==> config.mk <==
export PLATFORM = sky130hd
export DESIGN_NAME = tlbp_ctrl
export DESIGN_NICKNAME = d
export VERILOG_FILES = /design/src/rtl/tlbp_pkg.sv /design/src/rtl/tlbp_ctrl.sv
export VERILOG_INCLUDE_DIRS = /design/src /design/src/rtl
export SDC_FILE = /design/constraint.sdc
export NUM_CORES = 1
export LEC_CHECK = 0
export BUFFER_PORTS_ARGS = -buffer_cell sky130_fd_sc_hd__buf_4
export CAP_MARGIN = 30
export CORE_AREA = 2 2 39 41
export DETAILED_ROUTE_END_ITERATION = 10
export DIE_AREA = 0 0 41 43
export GPL_ROUTABILITY_DRIVEN = 0
export GPL_TIMING_DRIVEN = 0
export MAX_ROUTING_LAYER = met4
export PLACE_DENSITY = 0.35
export RECOVER_POWER = 100
export REMOVE_ABC_BUFFERS = 1
export SETUP_SLACK_MARGIN = 0.4
export SYNTH_ARGS = -nofsm -noshare
export SYNTH_HDL_FRONTEND = slang
export SYNTH_SLANG_ARGS = --single-unit
==> constraint.sdc <==
create_clock -name clk -period 3.6 [get_ports clk]
set_clock_uncertainty 0.15 [all_clocks]
set_input_delay 0.54 -clock clk [delete_from_list [all_inputs] [get_ports clk]]
set_output_delay 0.54 -clock clk [all_outputs]
set_load 0.03 [all_outputs]
==> src/rtl/two_level_branch_predictor_assert.svh <==
// Assertion macros shared by the predictor RTL.
// Each macro assumes clk and rst are in scope; ASSERT_OFF compiles them out.
`ifndef TWO_LEVEL_BRANCH_PREDICTOR_ASSERT_SVH
`define TWO_LEVEL_BRANCH_PREDICTOR_ASSERT_SVH

`ifndef ASSERT_OFF

`define ASSERT_ALWAYS(label, cond, msg) \
  label: assert property (@(posedge clk) disable iff (rst) (cond)) else $error(msg);

`define ASSERT_IMPLIES(label, ante, cons, msg) \
  label: assert property (@(posedge clk) disable iff (rst) (ante) |-> (cons)) else $error(msg);

`define ASSERT_NEXT(label, ante, cons, msg) \
  label: assert property (@(posedge clk) disable iff (rst) (ante) |=> (cons)) else $error(msg);

`else

`define ASSERT_ALWAYS(label, cond, msg)
`define ASSERT_IMPLIES(label, ante, cons, msg)
`define ASSERT_NEXT(label, ante, cons, msg)

`endif

`endif

==> src/rtl/tlbp_pkg.sv <==
// Package for the two-level branch predictor: widths, codes, FSM states,
// and the command/status structs between controller and datapath. No dependencies.
package tlbp_pkg;

  localparam int PC_W       = 32;
  localparam int FUNC_W     = 3;
  localparam int HIST_W     = 16;
  localparam int HIST_MAX   = 16;
  localparam int CNT_AW     = 12;
  localparam int CNT_DEPTH  = 1 << CNT_AW;
  localparam int HROW_AW    = 10;
  localparam int HROW_DEPTH = 1 << HROW_AW;
  localparam int LRL_W      = 4;
  localparam int LEN_W      = 5;
  localparam int CFG_IDX_W  = 2;
  localparam int CFG_DATA_W = 5;

  localparam logic [LEN_W-1:0] HIST_LEN_RESET = LEN_W'(12);
  localparam logic [1:0] CTR_WEAK_NT = 2'd1;
  localparam logic [1:0] CTR_WEAK_T  = 2'd2;
  localparam logic [1:0] CTR_MAX     = 2'd3;
  localparam logic [1:0] CTR_MIN     = 2'd0;

  typedef enum logic [FUNC_W-1:0] {
    FN_LOOKUP  = 3'd0,
    FN_SPEC    = 3'd1,
    FN_UPDATE  = 3'd2,
    FN_RECOVER = 3'd3,
    FN_FLUSH   = 3'd4
  } func_t;

  typedef enum logic [CFG_IDX_W-1:0] {
    CFG_LOCAL_ROWS = 2'd0,
    CFG_HIST_LEN   = 2'd1,
    CFG_HASH_MODE  = 2'd2
  } cfg_reg_t;

  typedef enum logic [2:0] {
    S_CLEAR,
    S_IDLE,
    S_HREAD,
    S_EXEC,
    S_OUT
  } state_t;

  typedef struct packed {
    logic clear;
    logic load;
    logic rd;
    logic exec;
  } cmd_t;

  typedef struct packed {
    logic clr_done;
    logic is_lookup;
  } stat_t;

endpackage

==> src/rtl/tlbp_ctrl.sv <==
// Controller FSM: table clear after reset, request sequencing, response hold.
// Depends on tlbp_pkg and two_level_branch_predictor_assert.svh.
`include "two_level_branch_predictor_assert.svh"

module tlbp_ctrl (
  input  logic            clk,
  input  logic            rst,
  input  logic            in_valid,
  output logic            in_ready,
  output logic            out_valid,
  input  logic            out_ready,
  input  tlbp_pkg::stat_t stat,
  output tlbp_pkg::cmd_t  cmd
);
  import tlbp_pkg::*;

  state_t state;
  state_t state_next;

  always_ff @(posedge clk) begin
    if (rst) begin
      state <= S_CLEAR;
    end else begin
      state <= state_next;
    end
  end

  always_comb begin
    state_next = state;
    cmd        = '0;
    in_ready   = 1'b0;
    out_valid  = 1'b0;
    case (state)
      S_CLEAR: begin
        cmd.clear = 1'b1;
        if (stat.clr_done) begin
          state_next = S_IDLE;
        end
      end
      S_IDLE: begin
        in_ready = 1'b1;
        if (in_valid) begin
          cmd.load   = 1'b1;
          state_next = S_HREAD;
        end
      end
      S_HREAD: begin
        cmd.rd     = 1'b1;
        state_next = S_EXEC;
      end
      S_EXEC: begin
        cmd.exec   = 1'b1;
        state_next = stat.is_lookup ? S_OUT : S_IDLE;
      end
      S_OUT: begin
        out_valid = 1'b1;
        if (out_ready) begin
          state_next = S_IDLE;
        end
      end
      default: begin
        state_next = S_CLEAR;
      end
    endcase
  end

  `ASSERT_ALWAYS(a_no_overlap, !(in_ready && out_valid), "request taken while response pending")
  `ASSERT_IMPLIES(a_exec_order, state == S_EXEC, $past(state) == S_HREAD, "exec without read")
  `ASSERT_IMPLIES(a_rsp_lookup, out_valid, stat.is_lookup, "response for non-lookup request")

endmodule

==> results of run 1 <==
-- metal layers --
metal	up-vias	global-route usage, %
met2	11	9.06
met1	93	10.9
met4	0	2.00
met5	-	-
li1	114	-
met3	0	4.71
-- through the flow --
stage | hold WS, ns | total power, mW | worst slack [ns] | utilization, %
floorplan | 0.368 | 0.0597 | 1.62 | -
global placement | 0.452 | 0.0742 | 1.85 | 22.6
detailed placement | 0.452 | 0.0739 | 1.85 | 22.6
CTS | 0.342 | 0.135 | 1.61 | 24.5
global route | 0.341 | 0.138 | 1.32 | 22.3
finish | 0.350 | 0.128 | 1.44 | 22.3
-- power breakdown --
part / internal, mW / switching (mW) / total, mW
registers: 0.0354 / 0.00444 / 0.0399
logic: 0.0123 / 0.0173 / 0.0296
clock network: 0.0415 / 0.0171 / 0.0585
-- worst max path at each step --
stage	to	slack, ns	depth (start not counted)
2_1_floorplan	cmd[2]	1.62	2
3_3_place_gp	cmd[2]	1.85	4
3_5_place_dp	cmd[2]	1.85	4
4_1_cts	cmd[2]	1.61	3
5_1_grt	out_valid	1.32	2
6_report	out_valid	1.44	2
-- layout by cell type, fill, tap and decap left out, drive strengths merged --
cell type  Yosys  layout
inv            2       2
and3b          1       1
nand2          1       1
clkbuf         0       9
nand3b         1       1
nor3           3       3
buf            2       6
dfxtp          3       3
a32o           1       1
a311oi         2       2
a22oi          1       1
nand2b         2       2
and2           1       1
nor2           1       1
mux2           1       1
nor3b          2       2
-- logic make-up after synthesis --
family / after synthesis
and+or+nand+nor: 12
muxes: 1
DFF: 3
buffers and inverters: 4
AOI/OAI and AO/OA: 4
-- critical path, delay by kind of cell, from the launching register on --
kind | cells | cell delay (ns)
buffers and inverters | 1 | 0.36
flip-flops | 1 | 0.45
AND/OR/NAND/NOR | 1 | 0.43
-- cell usage after synthesis (all sizes together) --
cell type  instances
a311oi             2
nor2               1
mux2               1
dfxtp              3
nand3b             1
nand2b             2
nand2              1
nor3               3
and2               1
and3b              1
buf                2
a22oi              1
inv                2
a32o               1
nor3b              2
-- final cells by class --
cell class                      instances  area, um^2
Multi-Input combinational cell         17         131
Sequential cell                         3        60.1
Clock buffer                            4        26.3
Tap cell                               16        20.0
Inverter                                2        7.51
Fill cell                             166        1070
Timing Repair Buffer                   11        63.8
==> out/results.ini, run 1 <==
[run_status]
status = finished, final reports clean

[place]
port_buffers = 11
place_inst = 49
place_area_um2 = 313

[cells_and_area]
largest_reg_flops = 3
area_delta_synth_final_pct = 38.8
top_regs = state: 3 flops
fin_cells = 53
final_nets = 44
top_register = state
final_area_um2 = 309
n_antenna_cell = 0
drive_gt1_share_pct = 35.1

[synthesis]
synth_compound_area_share_pct = 20.8
synth_area_leaders = dfxtp_1, nor3b_4, nor3_1
synth_cell_type_count = 18
muxShareOfSynthArea_pct = 5.06
synth_xor_area_share_pct = 0
synth_top_cell_area_share_pct = 27.0
synthCells = 24
syn_area_um2 = 223
synth-seq-cells = 3
synth-simple-area-share_pct = 38.2
seq_area_frac_synth_pct = 27.0
yosys.area_share.adder_pct = 0
synth_top_family_by_area = simple AND/OR/NAND/NOR gates
syn_area_per_cell_um2 = 9.28
ys_warn_count = 0
synth_top_cell_by_area = dfxtp_1

[power]
vdd_drop_max_uv = 119
power_leakage_nw = 0.119
power_per_cell_area_nw_per_um2 = 414

[clock_network]
clock_latency_ns = 0.23
cts_tree = yes
clock_sinks = 3
cts_hold_buf = 0
clkSlewWorstSetupHoldPaths_ns = 0.03
post_cts_buffers = 0
cts-resized-gates = 0
htree_levels = 1
numCtsBuffers = 3
cts_root_buffer = clkbuf_4
clk_path_buf_depth = 2

[worst_setup_path]
start_kind = flip-flop
worstPathArrival_ns = 1.47
crit_start = state[2]
crit_chain = nor3b_1, clkbuf_1
r2r_slack_ns = 2.08
crit_fanout = 8
r2r_start = state[2]
end_kind = output pin
required_ns = 2.91
slowest_delay_ns = 0.45
r2r_cells = 3
r2r-end = state[2]
path_class = reg -> out
cp_slowest_cell = dfxtp_1

[routing]
routed_wl_um = 526
wl_met2_um = 202
drc = 0
avgViaCountPerCell = 4.11
top_layer = met3
met1_length_um = 251
drtIter0Drc = 4
firstDrtPassIters = 3
routedWlPerCell_um = 9.92
ant_nets = 0
route.met3.wl_um = 72
vias = 218

[timing]
rsz0062_at_grt = false
relSlewSlack_pct = 71.0
period_share_pct = 59.9
tns_ns = 0
timing.fmax_mhz = 464
hold_violations = 0
setup_violations = 0
tightest_slew_ns = 0.434
slew_viol_final = 0
min_period_ns = 2.16

[die]
initial_core_util_pct = 16.1
die_area_um2 = 1760
fp.dieH_um = 43
core_um2 = 1380
ioPinCount = 12
row_count = 14
die_w_um = 41

[worst_hold_path]
hold_class = in -> reg
hold_end = state[2]
min_path_cells = 2
hp-start = rst

[grt]
grt_overflow = 0
grt_pass1_wl_um = 897
grt_use_total_pct = 7.71
grt_max_degree = 11
grt_pass1_vias = 206
antenna_found_initial = 0

[flow_run]
drv_cap = 0

No activity file was read; power rests on OpenSTA's default activity.
==> run 2, diff against run 1 <==
Clock period 3.6 ns to 2.15 ns, I/O delays scaled along.
==> run 2 against run 1 <==
Compared with the run above:
- die area unchanged
- final cell count is the same
- largest cell class unchanged
- worst setup slack worse by 1.1 ns
==> out/results.ini, run 2 (synthesized netlist as in run 1, its figures left out) <==
[run_status]
status = finished, final reports clean

[timing]
tns_ns = 0
rsz0062_at_grt = false
setup_violations = 0
relSlewSlack_pct = 70.8
tightest_slew_ns = 0.437
slew_viol_final = 0
timing.fmax_mhz = 544
hold_violations = 0
min_period_ns = 1.84
period_share_pct = 85.5

[cells_and_area]
final_common_cell = buf_4
top_register = state
n_fill_cell = 164
area_delta_synth_final_pct = 40.4
largest_reg_flops = 3
final_cell_mix = buf_4, clkbuf_1, nor3_1, clkbuf_4, dfxtp_1
drive_gt1_share_pct = 37.8
final_util_pct = 22.6
final_area_um2 = 313
n_antenna_cell = 0
final_nets = 44
top_regs = state: 3 flops

[worst_setup_path]
worstPathArrival_ns = 1.37
start_kind = flip-flop
end_kind = output pin
path_class = reg -> out
crit_fanout = 10
required_ns = 1.68

[clock_network]
clock_sinks = 3
cts_root_buffer = clkbuf_4
post_cts_buffers = 0
numCtsBuffers = 3
clkSlewWorstSetupHoldPaths_ns = 0.04
htree_levels = 1
clk_path_buf_depth = 2
cts_hold_buf = 0
cts_tree = yes
clock_latency_ns = 0.23

[place]
port_buffers = 11
place_area_um2 = 313

[routing]
drtIter0Drc = 4
avgViaCountPerCell = 4.11
routed_wl_um = 524
firstDrtPassIters = 3
drc = 0
vias = 218
ant_nets = 0
routedWlPerCell_um = 9.89

[die]
ioPinCount = 12
fp.dieH_um = 43
die_area_um2 = 1760
row_count = 14
die_w_um = 41
initial_core_util_pct = 16.1
core_um2 = 1380

[power]
combPwrFrac_pct = 23.1
intPower_uw = 149
power_leakage_nw = 0.123
vdd_drop_max_uv = 200
power.net_switching_uw = 64.9
seq_power_share_pct = 31.1
power_per_cell_area_nw_per_um2 = 685
switching_share_pct = 30.3
p_clk_share_pct = 45.7

[grt]
antenna_found_initial = 0
grt_pass1_vias = 206
grt_max_degree = 11
grt_pass1_wl_um = 897
grt_overflow = 0
grt_use_total_pct = 7.71

[flow_run]
drv_cap = 0

[worst_hold_path]
hold_class = in -> reg

## run 2: what timing repair did
item,CTS,global route
setup endpoints to repair,1,0
resized for setup,1,0
hold endpoints to repair,0,0
## run 2: area by class of cell
cell class	instances	area, um^2	area share [%]
Inverter	2	7.51	2.40
Timing Repair Buffer	11	67.6	21.6
Clock buffer	4	26.3	8.40
Tap cell	16	20.0	6.40
Sequential cell	3	60.1	19.2
Multi-Input combinational cell	17	131	42.0
## run 2: power groups by stage
stage	combinational (mW)	clock, mW	sequential [mW]
global route	0.0546	0.109	0.0678
CTS	0.0552	0.103	0.0688
detailed placement	0.0547	0	0.0690
finish	0.0496	0.0980	0.0668
floorplan	0.0331	0	0.0668
global placement	0.0550	0	0.0692
## run 2: critical path: stages, from the launching register on
cell	delay, ns
dfxtp_1	0.48
nand2_1	0.15
nor3_1	0.17
clkbuf_1	0.33
## run 2: per-stage QoR
step	cells	total power, mW	setup slack (ns)	hold WS (ns)
2_1_floorplan	22	0.0999	0.416	0.240
3_3_place_gp	49	0.124	0.648	0.372
3_5_place_dp	49	0.124	0.650	0.369
4_1_cts	53	0.227	0.481	0.124
5_1_grt	53	0.231	0.202	0.123
6_report	53	0.214	0.311	0.133
## run 2: path summary, 6_finish.rpt
kind                                from       end  slack [ns]  cells past startpoint
worst min-delay path                 rst  state[2]        0.13                      2
worst max-delay path            state[0]    cmd[2]        0.31                      3
worst max register to register  state[2]  state[2]        0.63                      3
worst min register to register  state[2]  state[1]        0.44                      1
## run 2: metal layers
metal | global-route usage (%) | wire length [um]
met5 | - | 0
met4 | 2.00 | 0
met3 | 4.71 | 70
met2 | 9.06 | 203
met1 | 10.9 | 250
==> run 3, diff against run 2 <==
Settings changed: REMOVE_ABC_BUFFERS 1 to not set.
==> run 3 against run 2 <==
Compared with the run above:
- design area increased by 4.8%
- routed wire length up 8.6%
- clock power shrank 2%
- power is 1.4% higher
- critical path depth is the same
- global-route usage shrank 0.21 points
- utilization increased by 1.1 points
- non-clock buffer count increased by 2
- critical endpoint is now cmd[0]
==> out/results.ini, run 3 (synthesized netlist as in run 1, its figures left out) <==
[die]
core_um2 = 1380
row_count = 14
initial_core_util_pct = 16.1
die_w_um = 41
die_area_um2 = 1760
ioPinCount = 12
fp.dieH_um = 43

[routing]
wl_met2_um = 239
drc = 0
vias = 222
firstDrtPassIters = 2
drtIter0Drc = 6
avgViaCountPerCell = 4.04
ant_nets = 0
routed_wl_um = 569
route.met3.wl_um = 34
met1_length_um = 294
routedWlPerCell_um = 10.3
top_layer = met3

[clock_network]
clock_latency_ns = 0.23
cts_hold_buf = 0
post_cts_buffers = 0
cts_root_buffer = clkbuf_4
htree_levels = 1
numCtsBuffers = 3
clk_path_buf_depth = 2
cts-resized-gates = 0
clkSlewWorstSetupHoldPaths_ns = 0.04
clock_sinks = 3
cts_tree = yes

[cells_and_area]
top_regs = state: 3 flops
fin_cells = 55
top_register = state
final_cell_mix = buf_4, clkbuf_1, nor3_1, clkbuf_4, dfxtp_1
n_fill_cell = 170
drive_gt1_share_pct = 41.0
final_nets = 46
largest_reg_flops = 3
final_util_pct = 23.7
final_common_cell = buf_4
area_delta_synth_final_pct = 47.2
n_antenna_cell = 0

[timing]
relSlewSlack_pct = 71.9
setup_ws_ns = 0.280
tns_ns = 0
min_period_ns = 1.87
hold_violations = 0
tightest_slew_ns = 0.420
period_share_pct = 87.0
timing.fmax_mhz = 535
setup_violations = 0
slew_viol_final = 0
rsz0062_at_grt = false

[run_status]
status = finished, final reports clean

[worst_setup_path]
worstPathArrival_ns = 1.40
crit_chain = clkbuf_1, and3b_2, clkbuf_1
path_class = reg -> out
slowest_delay_ns = 0.31
crit_fanout = 9
end_kind = output pin
start_kind = flip-flop
crit_path_frequent_cell = clkbuf_1
r2r_slack_ns = 0.61
required_ns = 1.68
cp_slowest_cell = clkbuf_1

[synthesis]
synth_fp_nets = 30

[grt]
grt_overflow = 0
grt_use_total_pct = 7.50
grt_pass1_wl_um = 876
antenna_found_initial = 0
grt_pass1_vias = 219
grt_max_degree = 11

[worst_hold_path]
hold_class = in -> reg

[place]
post-place-ws_ns = 0.730
port_buffers = 11
place_inst = 51
dp_hpwl_um = 420

[flow_run]
drv_cap = 0

[power]
total_power_uw = 217
vdd_drop_max_uv = 193
power_per_cell_area_nw_per_um2 = 663
power_leakage_nw = 0.134

-- run 3: metrics by stage --
stage	area, um^2	hold slack [ns]
after floorplan	223	0.240
after global placement	325	0.373
after detailed placement	325	0.371
after CTS	352	0.128
after global routing	328	0.129
final	328	0.137
-- run 3: where the power goes --
part           total, mW  switching [mW]  leakage (nW)  internal [mW]
sequential        0.0602        0.000967        0.0246         0.0592
combinational     0.0611          0.0367        0.0944         0.0244
clock             0.0961          0.0267        0.0150         0.0694
-- run 3: layout make-up --
type                            instances  area (um^2)  share of cell area [%]
Multi-Input combinational cell         17          131                    40.1
Timing Repair Buffer                   11         71.3                    21.8
Sequential cell                         3         60.1                    18.3
Clock buffer                            4         26.3                    8.02
Tap cell                               16         20.0                    6.11
Buffer                                  2         11.3                    3.44
Inverter                                2         7.51                    2.29
-- run 3: per-layer routing --
layer,vias to the layer above,global-route usage (%)
li1,118,-
met5,-,-
met1,96,9.62
met2,8,9.69
met3,0,4.71
met4,0,2.00
-- run 3: worst paths after layout --
path / from / endpoint / depth (start not counted)
hold reg to reg: state[2] / state[1] / 1
hold / removal: rst / state[2] / 2
setup / recovery: state[1] / cmd[0] / 3
setup reg to reg: state[1] / state[2] / 4
-- run 3: worst max-delay path: cells and delay by family (launching register included) --
family                 cells  cell delay [ns]
DFF                        1             0.29
buffers and inverters      2             0.61
and+or+nand+nor            1             0.27
